<file path="src/u2c_pkg.sv">
// ----------------------------------------------------------------------------
// u2c_pkg: shared types and constants for the UTF-8 to CP1252 transcoder
// Holds the CP1252 extras table, the register indexes and the map result type.
// ----------------------------------------------------------------------------
package u2c_pkg;

    localparam int CP_WIDTH    = 21;
    localparam int COUNT_WIDTH = 12;

    // Configuration register indexes
    typedef enum logic {
        CFG_MAX_OUTPUT_BYTES = 1'b0,
        CFG_SUBSTITUTE_MODE  = 1'b1
    } cfg_index_t;

    localparam logic [COUNT_WIDTH-1:0] MAX_OUT_RESET = 12'd255;

    localparam logic [7:0] BYTE_QMARK  = 8'h3F;
    localparam logic [7:0] BYTE_NBSP   = 8'hA0;
    localparam logic [7:0] BYTE_SHY    = 8'hAD;
    localparam logic [7:0] CONT_MASK   = 8'hC0;
    localparam logic [7:0] CONT_MATCH  = 8'h80;
    localparam logic [7:0] LEAD2_MASK  = 8'hE0;
    localparam logic [7:0] LEAD2_MATCH = 8'hC0;
    localparam logic [7:0] LEAD3_MASK  = 8'hF0;
    localparam logic [7:0] LEAD3_MATCH = 8'hE0;
    localparam logic [7:0] LEAD4_MASK  = 8'hF8;
    localparam logic [7:0] LEAD4_MATCH = 8'hF0;

    // Code points of the CP1252 bytes 0x80-0x9F; zero marks an undefined byte
    localparam logic [15:0] HIGH_EXTRAS [32] = '{
        16'h20AC, 16'h0000, 16'h201A, 16'h0192, 16'h201E, 16'h2026, 16'h2020, 16'h2021,
        16'h02C6, 16'h2030, 16'h0160, 16'h2039, 16'h0152, 16'h0000, 16'h017D, 16'h0000,
        16'h0000, 16'h2018, 16'h2019, 16'h201C, 16'h201D, 16'h2022, 16'h2013, 16'h2014,
        16'h02DC, 16'h2122, 16'h0161, 16'h203A, 16'h0153, 16'h0000, 16'h017E, 16'h0178
    };

    typedef struct packed {
        logic       hit;    // code point has a CP1252 byte
        logic       glyph;  // that byte is a printable flap glyph
        logic [7:0] code;
    } map_res_t;

endpackage

</file>
<file path="src/u2c_map.sv">
// ----------------------------------------------------------------------------
// u2c_map: code point to CP1252 byte lookup
// Direct ranges pass through; the 0x80-0x9F extras are matched in parallel.
// ----------------------------------------------------------------------------
module u2c_map (
    input  logic [u2c_pkg::CP_WIDTH-1:0] cp,
    output u2c_pkg::map_res_t            res
);
    import u2c_pkg::*;

    always_comb begin
        res = '0;
        if ((cp >= 21'h20 && cp <= 21'h7E) || (cp >= 21'hA0 && cp <= 21'hFF)) begin
            res.hit  = 1'b1;
            res.code = cp[7:0];
        end else begin
            for (int i = 0; i < 32; i++) begin
                if (HIGH_EXTRAS[i] != 16'h0000 && {5'b0, HIGH_EXTRAS[i]} == cp) begin
                    res.hit  = 1'b1;
                    res.code = 8'h80 | 8'(i);
                end
            end
        end
        // drop NBSP and soft hyphen as flap glyphs
        res.glyph = res.hit && res.code != BYTE_NBSP && res.code != BYTE_SHY;
    end

endmodule

</file>
<file path="src/utf8_to_cp1252_transcoder.sv">
// ----------------------------------------------------------------------------
// utf8_to_cp1252_transcoder: streaming UTF-8 to CP1252 byte transcoder
// Decodes one UTF-8 byte per beat and emits CP1252 bytes plus an end summary.
// ----------------------------------------------------------------------------
//
//  channel | handshake           | payload
//  --------+---------------------+-----------------------------------------------
//  input   | s_valid / s_ready   | s_data_byte (zero ends the string)
//  result  | m_valid / m_ready   | m_out_byte, m_end_flag, m_byte_count, m_all_mapped
//  config  | cfg_valid/cfg_ready | cfg_index, cfg_data
//
//  One beat per cycle sustained. A byte is held in the input register, where
//  the decode, map and limit logic run, then lands in the result register.
//  A stall on m_ready holds the result register and backs up into the input
//  register; s_ready drops only when both are full.
//  aresetn (synchronous) clears the decoder state, empties both registers and
//  restores the registers to max_output_bytes = 255, substitute_mode = 0.
//  cfg_ready is always high.
//
module utf8_to_cp1252_transcoder (
    input  logic                            aclk,
    input  logic                            aresetn,

    input  logic                            s_valid,
    output logic                            s_ready,
    input  logic [7:0]                      s_data_byte,

    output logic                            m_valid,
    input  logic                            m_ready,
    output logic [7:0]                      m_out_byte,
    output logic                            m_end_flag,
    output logic [u2c_pkg::COUNT_WIDTH-1:0] m_byte_count,
    output logic                            m_all_mapped,

    input  logic                            cfg_valid,
    output logic                            cfg_ready,
    input  u2c_pkg::cfg_index_t             cfg_index,
    input  logic [u2c_pkg::COUNT_WIDTH-1:0] cfg_data
);
    import u2c_pkg::*;

    // Configuration registers
    logic [COUNT_WIDTH-1:0] max_out_reg;
    logic                   sub_mode_reg;

    // Input register
    logic       in_valid_reg;
    logic [7:0] in_byte_reg;

    // Per-string decoder state
    logic [1:0]             cont_left_reg,  cont_left_next;
    logic [CP_WIDTH-1:0]    acc_reg,        acc_next;
    logic [COUNT_WIDTH-1:0] count_reg,      count_next;
    logic                   flag_reg,       flag_next;
    logic                   stopped_reg,    stopped_next;

    // Result register
    logic                   out_valid_reg;
    logic [7:0]             out_byte_reg;
    logic                   out_end_reg;
    logic [COUNT_WIDTH-1:0] out_count_reg;
    logic                   out_mapped_reg;

    // Step logic
    logic                   advance;
    logic                   produce;
    logic                   emit;
    logic [7:0]             emit_byte;
    logic                   drop_flag;
    logic                   cut_off;
    logic                   end_beat;
    logic                   end_mapped;
    logic                   finish;
    logic [CP_WIDTH-1:0]    finish_cp;
    logic [CP_WIDTH-1:0]    acc_shift;
    logic                   is_cont;
    logic                   at_limit;
    map_res_t               map_res;

    // The input register moves on whenever the result register is free or drains
    assign advance   = in_valid_reg && (!out_valid_reg || m_ready);
    assign s_ready   = !in_valid_reg || advance;
    assign cfg_ready = 1'b1;

    assign is_cont   = (in_byte_reg & CONT_MASK) == CONT_MATCH;
    assign at_limit  = count_reg >= max_out_reg;
    assign acc_shift = {acc_reg[CP_WIDTH-7:0], in_byte_reg[5:0]};

    u2c_map u_map (
        .cp  (finish_cp),
        .res (map_res)
    );

    // Decode: work out the next state and whether this byte finishes a character
    always_comb begin
        cont_left_next = cont_left_reg;
        acc_next       = acc_reg;
        count_next     = count_reg;
        flag_next      = flag_reg;
        stopped_next   = stopped_reg;
        end_beat       = 1'b0;
        end_mapped     = 1'b0;
        finish         = 1'b0;
        finish_cp      = {{(CP_WIDTH-8){1'b0}}, in_byte_reg};

        priority if (in_byte_reg == 8'h00) begin
            // end of string: report, then return to the clean state
            end_beat       = 1'b1;
            end_mapped     = sub_mode_reg || (flag_reg && cont_left_reg == 2'd0);
            cont_left_next = 2'd0;
            acc_next       = '0;
            count_next     = '0;
            flag_next      = 1'b1;
            stopped_next   = 1'b0;
        end else if (stopped_reg) begin
            // ignore everything up to the terminator
        end else if (cont_left_reg != 2'd0 && is_cont) begin
            acc_next       = acc_shift;
            cont_left_next = cont_left_reg - 2'd1;
            finish_cp      = acc_shift;
            finish         = cont_left_reg == 2'd1;
        end else begin
            // drop a broken sequence, then treat the byte as a lead byte
            if (cont_left_reg != 2'd0) begin
                cont_left_next = 2'd0;
                acc_next       = '0;
                flag_next      = 1'b0;
            end
            priority if (sub_mode_reg && at_limit) begin
                stopped_next = 1'b1;
            end else if (!in_byte_reg[7]) begin
                finish = 1'b1;
            end else if ((in_byte_reg & LEAD2_MASK) == LEAD2_MATCH) begin
                acc_next       = {{(CP_WIDTH-5){1'b0}}, in_byte_reg[4:0]};
                cont_left_next = 2'd1;
            end else if ((in_byte_reg & LEAD3_MASK) == LEAD3_MATCH) begin
                acc_next       = {{(CP_WIDTH-4){1'b0}}, in_byte_reg[3:0]};
                cont_left_next = 2'd2;
            end else if ((in_byte_reg & LEAD4_MASK) == LEAD4_MATCH) begin
                acc_next       = {{(CP_WIDTH-3){1'b0}}, in_byte_reg[2:0]};
                cont_left_next = 2'd3;
            end else begin
                flag_next = 1'b0;
            end
        end
    end

    // Finish a character: substitute, filter or cut off at the limit.
    // Filter mode clears the flag on a dropped glyph or a cut-off character,
    // and a cut-off character also stops output until the terminator.
    always_comb begin
        emit      = 1'b0;
        emit_byte = map_res.code;
        drop_flag = 1'b0;
        cut_off   = 1'b0;
        if (finish) begin
            priority if (sub_mode_reg) begin
                emit      = 1'b1;
                emit_byte = map_res.hit ? map_res.code : BYTE_QMARK;
            end else if (!map_res.glyph) begin
                emit      = 1'b0;
                drop_flag = 1'b1;
            end else if (!at_limit) begin
                emit = 1'b1;
            end else begin
                emit      = 1'b0;
                drop_flag = 1'b1;
                cut_off   = 1'b1;
            end
        end
    end

    assign produce = emit || end_beat;

    // Input register and configuration
    always_ff @(posedge aclk) begin
        if (!aresetn) begin
            in_valid_reg <= 1'b0;
            max_out_reg  <= MAX_OUT_RESET;
            sub_mode_reg <= 1'b0;
        end else begin
            if (s_ready) begin
                in_valid_reg <= s_valid;
            end
            if (cfg_valid) begin
                unique case (cfg_index)
                    CFG_MAX_OUTPUT_BYTES: max_out_reg  <= cfg_data;
                    CFG_SUBSTITUTE_MODE:  sub_mode_reg <= cfg_data[0];
                    default: ;
                endcase
            end
        end
    end

    always_ff @(posedge aclk) begin
        if (s_ready && s_valid) begin
            in_byte_reg <= s_data_byte;
        end
    end

    // Decoder state: advance only when the byte leaves the input register
    always_ff @(posedge aclk) begin
        if (!aresetn) begin
            cont_left_reg <= 2'd0;
            acc_reg       <= '0;
            count_reg     <= '0;
            flag_reg      <= 1'b1;
            stopped_reg   <= 1'b0;
        end else if (advance) begin
            cont_left_reg <= cont_left_next;
            acc_reg       <= acc_next;
            flag_reg      <= flag_next && !drop_flag;
            stopped_reg   <= stopped_next || cut_off;
            if (emit) begin
                count_reg <= count_reg + 12'd1;
            end else begin
                count_reg <= count_next;
            end
        end
    end

    // Result register: load on a producing step, empty when drained
    always_ff @(posedge aclk) begin
        if (!aresetn) begin
            out_valid_reg <= 1'b0;
        end else if (advance) begin
            out_valid_reg <= produce;
        end else if (m_ready) begin
            out_valid_reg <= 1'b0;
        end
    end

    always_ff @(posedge aclk) begin
        if (advance && produce) begin
            out_byte_reg   <= end_beat ? 8'h00 : emit_byte;
            out_end_reg    <= end_beat;
            out_count_reg  <= end_beat ? count_reg : '0;
            out_mapped_reg <= end_beat && end_mapped;
        end
    end

    assign m_valid      = out_valid_reg;
    assign m_out_byte   = out_byte_reg;
    assign m_end_flag   = out_end_reg;
    assign m_byte_count = out_count_reg;
    assign m_all_mapped = out_mapped_reg;

endmodule
</file>
<file path="config.mk">
export PLATFORM = sky130hd
export DESIGN_NAME = utf8_to_cp1252_transcoder
export DESIGN_NICKNAME = d
export VERILOG_FILES = /design/src/u2c_pkg.sv /design/src/u2c_map.sv /design/src/utf8_to_cp1252_transcoder.sv
export SDC_FILE = /design/constraint.sdc
export NUM_CORES = 1
export LEC_CHECK = 0
export ABC_CLOCK_PERIOD_IN_PS = 4400
export BUFFER_PORTS_ARGS = -buffer_cell sky130_fd_sc_hd__buf_2
export CAP_MARGIN = 15
export CORE_MARGIN = 4
export CORE_UTILIZATION = 54
export CTS_CLUSTER_SIZE = 25
export DETAILED_ROUTE_END_ITERATION = 12
export PLACE_DENSITY = 0.85
export SLEW_MARGIN = 20
export SYNTH_ARGS = -nofsm -noshare
export SYNTH_HDL_FRONTEND = slang
export SYNTH_SLANG_ARGS = --single-unit
</file>
<file path="constraint.sdc">
create_clock -name aclk -period 4.4 [get_ports aclk]
set_input_delay 0 -clock aclk [delete_from_list [all_inputs] [get_ports aclk]]
set_output_delay 0 -clock aclk [all_outputs]
set_load 0.02 [all_outputs]
</file>
# After elaboration in Yosys (flattened, before gate mapping)
# Cells that the tools add are included.
[totals]
regBits = 82
input_bits = 26
out_inout_bits = 25
wordCells = 202
[classes]
n_addsub = 2
order_cmp = 5
eq_ne = 35
mux = 115
bitwise = 1
reduce_logical = 30
[ops]
columns = ["cell", "count"]
rows = [
  ["equality test 14 x 21 -> 1 bit, first input constant", 17],
  ["2-to-1 mux 21 bit", 12],
  ["2-to-1 mux 8 bit", 31],
  ["equality test 9 x 21 -> 1 bit, first input constant", 8],
  ["2-to-1 mux 1 bit", 61],
  ["equality test 10 x 21 -> 1 bit, first input constant", 2],
  ["2-to-1 mux 12 bit", 2],
  ["greater-or-equal comparator 21 x 6 -> 1 bit, second input constant", 1],
  ["greater-or-equal comparator 21 x 8 -> 1 bit, second input constant", 1],
  ["<= comparator 21 x 7 -> 1 bit, second input constant", 1],
  ["<= comparator 21 x 8 -> 1 bit, second input constant", 1],
  ["2-to-1 mux 2 bit", 9],
  ["inequality test 8 bit, second input constant", 2],
  ["adder 12 x 1 -> 12 bit, second input constant", 1],
  ["greater-or-equal comparator 12 bit", 1],
  ["logical AND 1 bit", 12],
  ["zero test 8 bit", 1],
  ["AND reduction 2 bit", 4],
  ["logical OR 1 bit", 6],
  ["nonzero test 2 bit", 3],
  ["equality test 5 bit, second input constant", 1],
  ["equality test 4 bit, second input constant", 1],
  ["equality test 3 bit, second input constant", 1],
  ["zero test 1 bit", 3],
  ["other kinds (6)", 6],
]

# Logic depth before layout (Yosys ltp)
# Gate-level depths: netlist of run 1.
[depth]
ltp_word = 42
ltp_mapped = 16
depth_no_buf = 12

# Modules after synthesis
# A second synthesis of run 1 with hierarchy kept.
[hier_totals]
cells_unflattened = 571
area_unflattened_um2 = 4869.7
[by_module_without_submodules]
columns = ["mod", "n_inst", "cells_each", "area_per_inst_um2"]
rows = [
  ["utf8_to_cp1252_transcoder", 1, 432, 3886.2],
  ["u2c_map", 1, 139, 983.4],
]

# Least setup slack after synthesis of run 1
# OpenSTA, ideal clock, no wires.
[synth_path]
path_type = "register to register"
start = "register cont_left_reg[0]"
end = "register out_mapped_reg, in the netlist m_all_mapped (enable)"
setup_time_ns = 0.408
arrival_ns = 4.172
required_ns = 3.992
path_slack_ns = -0.181
path_stages_with_launch = 16
path_buffers = 4
synth_period_minus_slack_ns = 4.581
path_cell_list = "dfxtp_1 -> inv_1 -> ha_1 -> buf_2 -> or4b_1 -> buf_2 -> a21oi_4 -> nor4_1 -> a311o_1 -> o32a_1 -> o2111ai_1 -> o2111ai_2 -> and3_4 -> buf_6 -> buf_4 -> a21oi_1"
[synth_via]
elab_chain_cells = 42
elab_cells_between_ends = 108
cone_classes = "4 x order compare; 30 x eq/ne; 65 x mux; 9 x reduce/logical"
[synth_rtl]
columns = ["element", "line", "rtl"]
rows = [
  ["from (decl)", "utf8_to_cp1252_transcoder.sv:51", "logic [1:0] cont_left_reg, cont_left_next;"],
  ["from (signal assigned)", "utf8_to_cp1252_transcoder.sv:210", "cont_left_reg <= cont_left_next;"],
  ["nonzero test 2 bit", "utf8_to_cp1252_transcoder.sv:117", "end else if (cont_left_reg != 2'd0 && is_cont) begin"],
  ["logical AND 1 bit", "utf8_to_cp1252_transcoder.sv:117", ""],
  ["2-to-1 mux 21 bit", "utf8_to_cp1252_transcoder.sv:117", ""],
  ["2-to-1 mux 21 bit", "utf8_to_cp1252_transcoder.sv:115", "end else if (stopped_reg) begin"],
  ["2-to-1 mux 21 bit", "utf8_to_cp1252_transcoder.sv:106", "priority if (in_byte_reg == 8'h00) begin"],
  ["equality test 14 x 21 -> 1 bit", "u2c_map.sv:18", "if (HIGH_EXTRAS[i] != 16'h0000 && {5'b0, HIGH_EXTRAS[i]} == cp) begin"],
  ["2-to-1 mux 8 bit (27 in series)", "u2c_map.sv:18", ""],
  ["2-to-1 mux 8 bit", "u2c_map.sv:13", "if ((cp >= 21'h20 && cp <= 21'h7E) || (cp >= 21'hA0 && cp <= 21'hFF)) begin"],
  ["inequality test 8 bit", "u2c_map.sv:25", "res.glyph = res.hit && res.code != BYTE_NBSP && res.code != BYTE_SHY;"],
  ["logical AND 1 bit (2 in series)", "u2c_map.sv:25", ""],
  ["2-to-1 mux 1 bit", "utf8_to_cp1252_transcoder.sv:160", "end else if (!map_res.glyph) begin"],
  ["2-to-1 mux 1 bit", "utf8_to_cp1252_transcoder.sv:157", "priority if (sub_mode_reg) begin"],
  ["2-to-1 mux 1 bit (*)", "utf8_to_cp1252_transcoder.sv:156", "if (finish) begin"],
  ["logical OR 1 bit (*)", "utf8_to_cp1252_transcoder.sv:173", "assign produce = emit || end_beat;"],
  ["logical AND 1 bit (*)", "utf8_to_cp1252_transcoder.sv:234", "if (advance && produce) begin"],
  ["to (signal assigned)", "utf8_to_cp1252_transcoder.sv:238", "out_mapped_reg <= end_beat && end_mapped;"],
  ["to (decl)", "utf8_to_cp1252_transcoder.sv:62", "logic out_mapped_reg;"],
]
# Every way passes the cells marked *; elsewhere a longest branch is shown, timed or not.
# A chain may end at the register's enable or synchronous reset.

# Worst setup path in the final report of run 1
[layout_path]
start = "register cont_left_reg[0]"
end = "register out_end_reg, in the netlist m_end_flag (enable)"
[layout_via]
elab_chain_cells = 42
elab_cells_between_ends = 108
cone_classes = "4 x order compare; 30 x eq/ne; 65 x mux; 9 x reduce/logical"
[layout_rtl]
columns = ["element", "line", "rtl"]
rows = [
  ["nonzero test 2 bit", "utf8_to_cp1252_transcoder.sv:117", ""],
  ["logical AND 1 bit", "utf8_to_cp1252_transcoder.sv:117", ""],
  ["2-to-1 mux 21 bit", "utf8_to_cp1252_transcoder.sv:117", ""],
  ["2-to-1 mux 21 bit", "utf8_to_cp1252_transcoder.sv:115", ""],
  ["2-to-1 mux 21 bit", "utf8_to_cp1252_transcoder.sv:106", ""],
  ["equality test 14 x 21 -> 1 bit", "u2c_map.sv:18", ""],
  ["2-to-1 mux 8 bit (27 in series)", "u2c_map.sv:18", ""],
  ["2-to-1 mux 8 bit", "u2c_map.sv:13", ""],
  ["inequality test 8 bit", "u2c_map.sv:25", ""],
  ["logical AND 1 bit (2 in series)", "u2c_map.sv:25", ""],
  ["2-to-1 mux 1 bit", "utf8_to_cp1252_transcoder.sv:160", ""],
  ["2-to-1 mux 1 bit", "utf8_to_cp1252_transcoder.sv:157", ""],
  ["2-to-1 mux 1 bit (*)", "utf8_to_cp1252_transcoder.sv:156", ""],
  ["logical OR 1 bit (*)", "utf8_to_cp1252_transcoder.sv:173", ""],
  ["logical AND 1 bit (*)", "utf8_to_cp1252_transcoder.sv:234", ""],
  ["to (signal assigned)", "utf8_to_cp1252_transcoder.sv:236", "out_end_reg <= end_beat;"],
  ["to (decl)", "utf8_to_cp1252_transcoder.sv:60", "logic out_end_reg;"],
]
# Marks and branches as above.

==> summary.md, run 1 <==
| Metric | Value |
|---|---|
| Status | `finished clean` |
| Layout cells sized above 1 | `17.0%` |
| Post-synth top area share | `19.2%` |
| CORE AREA | `0.00868 mm^2` |
| Startpoint Class | `flop` |
| Post-synthesis cell type count | `81` |
| CP Cell Sequence | `inv_1, ha_1, or4b_1, a22oi_2, nor2_1, a2111oi_2, a21oi_2, o211ai_1, and3_4, a21oi_2, buf_4` |
| Slew Limit Headroom | `37.1%` |
| CP top delay family | `compound AO/OA/AOI/OAI gates` |
| Fin Setup TNS | `0 ns` |
| CP most frequent cell | `a21oi_2` |
| Tcrit/Tclk final | `90.4%` |
| First-pass GRT wire length | `22500 um` |
| RSZ-0062 raised after global routing | `false` |
| Post-synth EDFFs | `30` |
| Synthesized area per cell | `8.70 um^2` |
| Inserted Diodes | `0` |
| Top_reg_cell synth | `dfxtp_1` |
| Fillers | `692` |
| WP data required | `4.51 ns` |
| Full die area | `0.0105 mm^2` |
| Num CTS Buffers | `9` |
| Hold Startpoint | `aresetn` |
| Gate count after technology mapping | `552` |
| Clk_lat worst skew | `0.37 ns` |
| Worst hold endpoint | `max_out_reg[2]$_SDFFE_PN1P_` |
| Seq/Total Area, Yosys | `37.9%` |
| Global route overflow | `0` |
| End of the worst register-to-register path | `m_end_flag$_DFFE_PP_` |
| Clk slew on worst S/H paths | `0.08 ns` |
| Crit-path max FO | `22` |
| Setup Buffers After CTS | `0` |
| WL final | `14000 um` |
| Fmax | `0.251 GHz` |
| DPL Wire Length | `9650 um` |
| # rows | `34` |
| Placer Congestion | `1.07` |
| Detailed-route via count | `4852` |
| Synth top area cells | `dfxtp_1, edfxtp_1, nand2_1, ha_1, nor2_1` |
| VDD IR max | `0.270 mV` |
| R2r worst-path depth | `11` |
| Hold Fails Final Rpt | `0` |
| CP max stage delay | `0.69 ns` |
| Final setup violation count | `0` |
| Crit end category | `flop` |
| Hold Path Class | `input pin to flop` |
| Worst Skew | `0.0106 ns` |
| Initial antenna violation count | `0` |
| I/O pins | `51` |
| Worst Max-Slew Pin Slew | `0.933 ns` |
| Synth-to-Final Area Change | `17.0%` |
| Largest net degree at the start of global routing | `25` |
| Clock Path Buffers | `2` |
| Initial drt markers | `581` |
| Die Wd | `102 um` |
| Vias/cell | `6.63` |
| Mapped Area | `0.00480 mm^2` |
| H-tree level count | `3` |
| Hold path depth | `2` |
| Reg2Reg Setup Slack | `0.42 ns` |
| CTS tree | `done` |
| Post-synth top cells | `nand2_1, dfxtp_1, nor2_1` |
| Final hold slack | `0.0132 ns` |
| MaxCap Viol Count | `0` |
| Drt wl/cell | `19.2 um` |
| Worst setup path category | `flop to flop` |
| Syn nets | `593` |
| Final #Nets | `660` |
| Flip-flop count of the largest register after layout | `15` |
| Vias in the first global route | `4571` |
| Clk sinks | `76` |
| Final ANT Viol Nets | `0` |
| Worst r2r src | `cont_left_reg[0]$_SDFFE_PN0P_` |
| #FFs+latches synth | `76` |
| Port bufs | `49` |
| Slowest library cell on the worst path | `or4b_1` |
| Leading area contributor after synthesis | `dfxtp_1` |
| WP data arrival | `4.08 ns` |
| DIE HEIGHT | `102 um` |
| CTS Root Cell | `clkbuf_8` |
| CTS resizes | `0` |
| Initial core utilization | `55.3%` |
| Most frequent cell after synthesis | `nand2_1` |
| DRT Pass-1 Iters | `5` |
| YS warnings | `0` |
| Crit path buffers/inverters | `2` |
| Fraction of registers with async set/reset | `0%` |
| Power Dens Cells | `279 mW/mm^2` |
| DRC viols | `0` |
| Gr usage total | `27.6%` |
| Leak Pwr | `2.05 nW` |
| Max-slew violations | `0` |
| Minimum clock period | `3.98 ns` |
-- cells by family after synthesis --
family                     share of synthesized area [%]
muxes                                              0.886
DFF                                                 37.9
AOI/OAI and AO/OA                                   23.4
other                                             0.0781
xor gates and xnor gates                           0.182
and+or+nand+nor                                     28.3
adders and majority gates                           3.91
buffers and inverters                               5.34
-- per-layer routing --
| metal | track usage [%] | routed length, um |
|---|---|---|
| met1 | 36.8 | 5590 |
| met2 | 42.8 | 6370 |
| met3 | 5.12 | 1490 |
| met4 | 14.0 | 586 |
| met5 | 0 | 0 |
-- power by group --
part           total (W)  internal [W]  switching, W
logic           0.000233     0.0000910      0.000142
registers       0.000774      0.000755     0.0000193
clock network   0.000560      0.000270      0.000289
-- worst max-delay path by stage --
stage,from,to,slack (ns),cells after the start
3_5_place_dp,cont_left_reg[0]$_SDFFE_PN0P_,m_out_byte[4]$_SDFFCE_PN0P_,0.49,12
2_1_floorplan,cont_left_reg[0]$_SDFFE_PN0P_,m_all_mapped$_DFFE_PP_,0.31,15
6_report,cont_left_reg[0]$_SDFFE_PN0P_,m_end_flag$_DFFE_PP_,0.42,11
5_1_grt,cont_left_reg[0]$_SDFFE_PN0P_,m_out_byte[5]$_SDFFCE_PN0P_,0.23,12
3_3_place_gp,cont_left_reg[0]$_SDFFE_PN0P_,m_out_byte[1]$_SDFFCE_PN0P_,0.54,12
4_1_cts,cont_left_reg[0]$_SDFFE_PN0P_,m_out_byte[0]$_SDFFCE_PN0P_,0.47,12
-- layout by cell type, fill, tap and decap left out, types with 5 or more instances in the layout --
cell type,n
nor4_1,15
nor2b_1,7
or4_1,8
a21o_1,8
edfxtp_1,30
buf_4,15
and2_1,18
buf_2,49
a22oi_1,15
nor2_1,40
nor3_1,12
nand2_1,60
nand3_1,28
inv_1,23
o211ai_1,13
a21oi_1,21
nand4_1,9
dfxtp_1,46
clkbuf_8,9
o21ai_0,21
nand2b_1,14
or3_1,6
o31ai_1,5
o2111ai_1,6
ha_1,15
a31oi_1,14
dlygate4sd3_1,28
-- metrics by stage --
| step | total power, W | setup slack, ns | utilization [%] | cell area (um^2) | instances |
|---|---|---|---|---|---|
| finish | 0.00157 | 0.423 | 64.7 | 5620 | 732 |
| global placement | 0.000989 | 0.543 | 59.1 | 5130 | 688 |
| floorplan | 0.000934 | 0.311 | - | 4810 | 552 |
| detailed placement | 0.000993 | 0.489 | 59.1 | 5130 | 688 |
| CTS | 0.00156 | 0.472 | 64.7 | 5620 | 732 |
| global route | 0.00163 | 0.234 | 64.7 | 5620 | 732 |
-- worst reg2reg max path, stage by stage, from the launching register on --
cell	delay (ns)
dfxtp_1	0.40
inv_1	0.06
ha_1	0.34
or4b_1	0.69
a22oi_2	0.35
nor2_1	0.10
a2111oi_2	0.64
a21oi_2	0.13
o211ai_1	0.29
and3_4	0.37
a21oi_2	0.08
buf_4	0.26
-- area by class of cell --
class	count	area (um^2)	share of cell area (%)
multi-input cells	417	2730	48.6
repair buffers	92	638	11.4
flip-flops and latches	76	1820	32.4
clock buffers	9	124	2.20
inverters	23	86.3	1.54
well taps	108	135	2.40
clock inverters	7	82.6	1.47
-- timing repair --
action / 4_1_cts / 5_1_grt
endpoints found under the hold margin: 23 / 0
setup endpoints to repair: 0 / 0
hold buffers: 28 / 0
Note: power is estimated with default switching activity, not from simulation.
==> inputs of run 2 (changes only) <==
- GPL_TIMING_DRIVEN: unset -> 0
==> summary.md, run 2 (synthesized netlist as in run 1, its figures left out) <==
| Metric | Value |
|---|---|
| Worst r2r src | `cont_left_reg[0]$_SDFFE_PN0P_` |
| Gr usage total | `28.9% (+1.4 points)` |
| Vias in the first global route | `4752 (+4.0%)` |
| DPL Wire Length | `10000 um (+3.8%)` |
| Startpoint Class | `flop` |
| Placed cell count | `709 (+3.1%)` |
| Power Dens Cells | `300 mW/mm^2 (+7.6%)` |
| Final ANT Viol Nets | `0 (unchanged)` |
| Clk_lat worst skew | `0.36 ns (about the same)` |
| Clock Path Buffers | `2 (unchanged)` |
| Clk sinks | `76 (unchanged)` |
| CTS Root Cell | `clkbuf_8` |
| Total power | `0.00174 W (+11%)` |
| WP data arrival | `4.38 ns (+0.30 ns)` |
| Drt wl/cell | `19.2 um (+0.39%)` |
| Clk slew on worst S/H paths | `0.09 ns (about the same)` |
| CP max stage delay | `0.47 ns (-0.22 ns)` |
| WP data required | `4.47 ns (-0.04 ns)` |
| Initial antenna violation count | `0 (unchanged)` |
| Non-filler instance count after layout | `755 (+3.1%)` |
| Pre-CTS setup slack | `-0.417 ns (-0.906 ns)` |
| Max-slew violations | `0 (unchanged)` |
| Tcrit/Tclk final | `98.1% (+7.7 points)` |
| Worst Skew | `0.0164 ns (+0.00572 ns)` |
| Status | `finished clean` |
| Final hold slack | `0.0775 ns (+0.0643 ns)` |
| Hold Startpoint | `cfg_valid` |
| Initial drt markers | `669 (+15%)` |
| Commonest non-fill, non-tap cell in the layout | `nand2_1` |
| Layout cells sized above 1 | `16.1% (-0.91 points)` |
| Slew Limit Headroom | `20.5% (-17 points)` |
| Global route overflow | `0 (unchanged)` |
| Hold path depth | `4 (+2)` |
| Fmax | `0.232 GHz (-7.8%)` |
| Crit-path max FO | `11 (-50%)` |
| Hold Fails Final Rpt | `0 (unchanged)` |
| Flip-flop count of the largest register after layout | `15 (unchanged)` |
| Slowest library cell on the worst path | `or4b_1` |
| Crit end category | `flop` |
| End of the worst register-to-register path | `m_out_byte[1]$_SDFFCE_PN0P_` |
| Minimum clock period | `4.31 ns (+0.338 ns)` |
| Reg2Reg Setup Slack | `0.09 ns (-0.34 ns)` |
| Largest net degree at the start of global routing | `15 (-40%)` |
| R2r worst-path depth | `17 (+6)` |
| WL final | `14500 um (+3.5%)` |
| CP Cell Sequence | `inv_1, ha_1, buf_2, or4b_1, buf_2, a22oi_2, buf_4, nor4_1, o21ai_1, nand4b_4, o2111ai_1, o2111ai_2, and3_4, buf_6, buf_4, a21oi_4, buf_12` |
| Full die area | `0.0105 mm^2 (unchanged)` |
| VDD IR max | `0.314 mV (+16%)` |
| Worst Max-Slew Pin Slew | `1.18 ns (+0.246 ns)` |
| CORE AREA | `0.00868 mm^2 (unchanged)` |
| H-tree level count | `3 (unchanged)` |
| Detailed-route via count | `4974 (+2.5%)` |
| I/O pins | `51 (unchanged)` |
| Hold Path Class | `input pin to flop` |
| Inserted Diodes | `0 (unchanged)` |
| Port bufs | `49 (unchanged)` |
| Worst hold endpoint | `max_out_reg[9]$_SDFFE_PN0P_` |
| CTS tree | `done` |
| Die Wd | `102 um (unchanged)` |
| Vias/cell | `6.59 (-0.61%)` |
| Final #Nets | `683 (+3.5%)` |
| Placer Congestion | `0.994 (-7.1%)` |
| # rows | `34 (unchanged)` |
| MaxCap Viol Count | `0 (unchanged)` |
| Leak Pwr | `2.11 nW (+3.1%)` |
| DRT Pass-1 Iters | `6 (+1)` |
| Final setup violation count | `0 (unchanged)` |
| DRC viols | `0 (unchanged)` |
| DIE HEIGHT | `102 um (unchanged)` |
| Worst setup path category | `flop to flop` |
| Most frequent cells in the layout | `nand2_1, buf_2, dfxtp_1, nor2_1, edfxtp_1` |
| First-pass GRT wire length | `23900 um (+5.9%)` |
| Num CTS Buffers | `9 (unchanged)` |
| Synth-to-Final Area Change | `20.7%` |
| Setup ws final | `0.0850 ns (-0.338 ns)` |
| Initial core utilization | `55.3% (unchanged)` |
-- run 2: what timing repair did --
item | CTS | global route
hold buffers | 25 | 0
setup buffers | 0 | 4
gates resized for setup | 2 | 2
gates cloned | 1 | 0
endpoints found under the setup margin | 22 | 22
pin swaps | 1 | 4
hold endpoints to repair | 23 | 0
-- run 2: critical path: cells and delay by family, from the launching register on --
kind / cells / cell delay, ns
DFF: 1 / 0.41
adders and majority gates: 1 / 0.18
and+or+nand+nor: 4 / 0.95
AOI/OAI and AO/OA: 5 / 1.33
buffers and inverters: 7 / 1.15
-- run 2: layer usage --
layer	routed length, um	share of wire (%)	vias to the layer above	track usage (%)
met1	6030	41	2326	38.3
met2	6600	45	318	44.9
met3	1420	9.8	65	7.17
met5	0	0	-	0
met4	485	3.3	0	12.8
li1	-	-	2265	-
-- run 2: worst max-delay path by stage --
stage                             startpoint                             end  slack, ns  cells after the start
6_report       cont_left_reg[0]$_SDFFE_PN0P_     m_out_byte[1]$_SDFFCE_PN0P_       0.09                     17
5_1_grt        cont_left_reg[0]$_SDFFE_PN0P_     m_out_byte[3]$_SDFFCE_PN0P_      -0.01                     17
4_1_cts        cont_left_reg[0]$_SDFFE_PN0P_   m_byte_count[0]$_SDFFCE_PP0P_       0.12                     15
3_5_place_dp   cont_left_reg[0]$_SDFFE_PN0P_  m_byte_count[10]$_SDFFCE_PP0P_      -0.42                     15
3_3_place_gp   cont_left_reg[0]$_SDFFE_PN0P_     m_out_byte[1]$_SDFFCE_PN0P_      -0.24                     15
2_1_floorplan  cont_left_reg[0]$_SDFFE_PN0P_          m_all_mapped$_DFFE_PP_       0.31                     15
-- run 2: area by class of cell --
| type | count | area [um^2] |
|---|---|---|
| clock buffer | 9 | 124 |
| buffer | 36 | 170 |
| inverter | 23 | 86.3 |
| timing repair buffer | 78 | 551 |
| clock inverter | 7 | 146 |
| multi-input combinational | 418 | 2770 |
| fill | 672 | 2880 |
| tap | 108 | 135 |
| sequential | 76 | 1820 |
-- run 2: where the power goes --
part	switching [W]	internal, W	total (W)
Sequential	0.0000155	0.000755	0.000770
Combinational	0.000154	0.0000967	0.000250
Clock	0.000280	0.000439	0.000719
-- run 2: stage by stage --
step / util [%] / TNS (ns) / instance area (um^2)
after floorplan: - / 0 / 4810
after global routing: 66.8 / -0.0647 / 5800
after detailed placement: 59.8 / -9.16 / 5190
after CTS: 66.0 / 0 / 5730
after global placement: 59.8 / -5.37 / 5190
final: 66.8 / 0 / 5800
==> inputs of run 3 (changes only) <==
- ABC_AREA: unset -> 1
- CORE_ASPECT_RATIO: unset -> 0.6
==> summary.md, run 3 <==
| Metric | Value |
|---|---|
| Status | `finished clean` |
| Final setup violation count | `0 (unchanged)` |
| Largest net degree at the start of global routing | `27 (+12)` |
| Initial drt markers | `542 (-19%)` |
| End of the worst register-to-register path | `acc_reg[0]$_SDFFE_PN0P_` |
| Mapped Area | `0.00493 mm^2 (+2.6%)` |
| DIE HEIGHT | `82.0 um (-20%)` |
| Reg2Reg Setup Slack | `0.51 ns (+0.42 ns)` |
| Vias/cell | `5.76 (-13%)` |
| Placer Congestion | `0.997 (+0.22%)` |
| Crit-path max FO | `10 (-1)` |
| Simple-gate share of the synthesized area | `32.4% (+4.1 points)` |
| CP max stage delay | `0.47 ns (about the same)` |
| Initial core utilization | `56.8% (+1.4 points)` |
| Tcrit/Tclk final | `88.4% (-9.7 points)` |
| # rows | `26 (-24%)` |
| Gr usage total | `28.2% (-0.78 points)` |
| Commonest non-fill, non-tap cell in the layout | `nand2_1` |
| DRT Pass-1 Iters | `7 (+1)` |
| Layout cells sized above 1 | `18.7% (+2.6 points)` |
| Hold path depth | `4 (unchanged)` |
| Leak Pwr | `2.53 nW (+20%)` |
| WP data arrival | `4.14 ns (-0.24 ns)` |
| Detailed-route via count | `4939 (-0.70%)` |
| Final #Nets | `780 (+14%)` |
| Post-synth top cells | `nand2_1, inv_1, nor2_1` |
| Clk pwr share | `44.7% (+3.3 points)` |
| RSZ-0062 raised after global routing | `false` |
| Drt wl/cell | `17.4 um (-9.8%)` |
| Fmax | `0.257 GHz (+11%)` |
| Worst setup path category | `flop to flop` |
| Slew Limit Headroom | `50.7% (+30 points)` |
| Most frequent cell after synthesis | `nand2_1` |
| CP most frequent cell | `nand2_1` |
| Worst Max-Slew Pin Slew | `0.739 ns (-0.440 ns)` |
| Power Dens Cells | `302 mW/mm^2 (+0.71%)` |
| Fin Setup TNS | `0 ns (unchanged)` |
| Switching share of total power | `25.0% (-0.84 points)` |
| First-pass GRT wire length | `24000 um (+0.46%)` |
| Gate count after technology mapping | `654 (+18%)` |
| Seq/Total Area, Yosys | `37.0% (-0.97 points)` |
| Hold Path Class | `input pin to flop` |
| Hold Startpoint | `cfg_index` |
| Syn nets | `695 (+17%)` |
| Top_reg_cell synth | `dfxtp_1` |
| Fillers | `705 (+4.9%)` |
| DPL Wire Length | `11300 um (+13%)` |
| VDD IR max | `0.212 mV (-32%)` |
| Post-synth EDFFs | `30 (unchanged)` |
| Global route overflow | `0 (unchanged)` |
| H-tree level count | `3 (unchanged)` |
| Worst r2r src | `count_reg[0]$_SDFFE_PN0P_` |
| CORE AREA | `0.00869 mm^2 (about the same)` |
| #FFs+latches synth | `76 (unchanged)` |
| Clk slew on worst S/H paths | `0.06 ns (-0.03 ns)` |
| XOR/XNOR share of the synthesized area | `1.42% (+1.2 points)` |
| Total internal power | `0.00133 W (+3.5%)` |
| Max-slew violations | `0 (unchanged)` |
| Slowest library cell on the worst path | `dfxtp_1` |
| Minimum clock period | `3.89 ns (-0.425 ns)` |
| Fraction of registers with async set/reset | `0% (unchanged)` |
| WL final | `14900 um (+2.4%)` |
| Num CTS Buffers | `9 (unchanged)` |
| Part of the power in combinational logic | `11.7% (-2.7 points)` |
| Worst Skew | `0.00789 ns (-0.00846 ns)` |
| Final ANT Viol Nets | `0 (unchanged)` |
| Leading area contributor after synthesis | `dfxtp_1` |
| Port bufs | `49 (unchanged)` |
| Flip-flop count of the largest register after layout | `15 (unchanged)` |
| Synth-to-Final Area Change | `19.5%` |
| CP Cell Sequence | `inv_1, ha_1, inv_1, nand2_1, a21oi_1, o21bai_1, a21oi_1, o21ai_0, a21boi_0, nor2_1, nor2_1, nand2_1, nand2_1, inv_1, nor2_1, nand2_1, clkbuf_1, o221ai_1, o211ai_1, a21oi_1` |
| Register share of total power | `43.6% (-0.7 points)` |
| Main combinational cell family by area after synthesis | `simple AND/OR/NAND/NOR gates` |
| R2r worst-path depth | `20 (+3)` |
| Full die area | `0.0108 mm^2 (+2.9%)` |
| Startpoint Class | `flop` |
| Clock Path Buffers | `2 (unchanged)` |
| Crit end category | `flop` |
| Synthesized area per cell | `7.54 um^2 (-13%)` |
| Synth Area in Compound Gates | `15.5% (-7.9 points)` |
| Hold Fails Final Rpt | `0 (unchanged)` |
| Synth top area cells | `dfxtp_1, edfxtp_1, nand2_1, inv_1, nor2_1` |
| YS warnings | `0 (unchanged)` |
| Post-synthesis adder-cell area fraction | `3.81% (-0.10 points)` |
| Post-synthesis cell type count | `53 (-35%)` |
| CTS tree | `done` |
| Setup Buffers After CTS | `0 (unchanged)` |
| Die Wd | `131 um (+28%)` |
| Post-synth top area share | `18.7% (-0.49 points)` |
| Vias in the first global route | `4714 (-0.80%)` |
| Clk_lat worst skew | `0.33 ns (-0.03 ns)` |
| Most frequent cells in the layout | `nand2_1, inv_1, nor2_1, buf_2, dfxtp_1` |
| Clk sinks | `76 (unchanged)` |
| Multiplexer area fraction after synthesis | `0% (-0.89 points)` |
| DRC viols | `0 (unchanged)` |
| MaxCap Viol Count | `0 (unchanged)` |
| CTS Root Cell | `clkbuf_16` |
| Core Util, Final | `67.8% (+0.99 points)` |
| I/O pins | `51 (unchanged)` |
| Sw Pwr | `0.000445 W (-1.0%)` |
| Initial antenna violation count | `1 (+1)` |
| Worst hold endpoint | `max_out_reg[5]$_SDFFE_PN1P_` |
| WP data required | `4.65 ns (+0.18 ns)` |
## run 3: cell count changes in the layout (fill, tap and decap cells not counted), sizes merged, moves of 17 or more
cell   previous run  this run
nand2            60       143
inv              25        97
nor2             40        86
nand3            28        58
a21oi            25        49
and2             18         1
## run 3: worst max-delay path by stage
stage,cells past startpoint,slack [ns],endpoint,startpoint
after floorplan,23,1.24,m_all_mapped$_DFFE_PP_,cont_left_reg[0]$_SDFFE_PN0P_
after global placement,25,0.51,m_valid$_SDFFE_PN0P_,cont_left_reg[0]$_SDFFE_PN0P_
after detailed placement,26,0.49,m_valid$_SDFFE_PN0P_,cont_left_reg[0]$_SDFFE_PN0P_
after CTS,26,0.45,m_valid$_SDFFE_PN0P_,cont_left_reg[0]$_SDFFE_PN0P_
after global routing,25,0.19,m_valid$_SDFFE_PN0P_,cont_left_reg[0]$_SDFFE_PN0P_
final,20,0.51,acc_reg[0]$_SDFFE_PN0P_,count_reg[0]$_SDFFE_PN0P_
## run 3: final cells by class
class / count / area (um^2) / share of cell area (%)
repair buffers: 74 / 495 / 8.41
well taps: 112 / 140 / 2.38
diodes: 1 / 2.50 / 0.0425
multi-input cells: 459 / 2630 / 44.6
clock buffers: 11 / 243 / 4.12
plain buffers: 21 / 116 / 1.98
flip-flops and latches: 76 / 1820 / 30.9
clock inverters: 5 / 75.1 / 1.27
inverters: 98 / 368 / 6.24
## run 3: worst max-delay path: cells and delay by family, from the launching register on
| kind | cells | cell delay [ns] |
|---|---|---|
| compound gates | 8 | 1.26 |
| fa+ha+maj | 1 | 0.31 |
| buf+inv | 4 | 0.62 |
| flops | 1 | 0.47 |
| simple gates | 7 | 1.13 |
## run 3: timing repair
item                       4_1_cts  5_1_grt
hold buffers                    25        0
hold endpoints to repair        23        0
setup endpoints to repair        0        1
gates resized for setup          0        1
## run 3: per-layer routing
layer	GRT usage (%)	routed length, um	vias up
li1	-	-	2365
met1	39.9	6860	2261
met2	39.9	5660	294
met3	11.6	2170	19
met4	6.18	178	0
met5	0	0	-
## run 3: stage by stage
step	power, W	area, um^2	worst slack, ns	cells	hold slack, ns
final	0.00178	5890	0.510	857	0.0829
after global routing	0.00183	5890	0.185	857	0.107
after CTS	0.00177	5880	0.445	856	0.0737
after detailed placement	0.000973	5320	0.488	815	0.178
after global placement	0.000967	5320	0.514	815	0.176
after floorplan	0.000911	4930	1.24	654	0.0989
## run 3: logic make-up (layout without fill, tap and decap cells)
family,after synthesis,in the layout
simple gates,319,319
buf+inv,119,209
compound gates,116,116
flops,76,76
fa+ha+maj,15,15
xor+xnor,8,8
other cells,1,2
## run 3: power by group through the flow
| stage | Sequential, W | Clock, W | Combinational [W] |
|---|---|---|---|
| finish | 0.000775 | 0.000796 | 0.000209 |
| global route | 0.000777 | 0.000829 | 0.000229 |
| CTS | 0.000774 | 0.000796 | 0.000202 |
| detailed placement | 0.000789 | 0 | 0.000184 |
| global placement | 0.000788 | 0 | 0.000179 |
| floorplan | 0.000791 | 0 | 0.000120 |
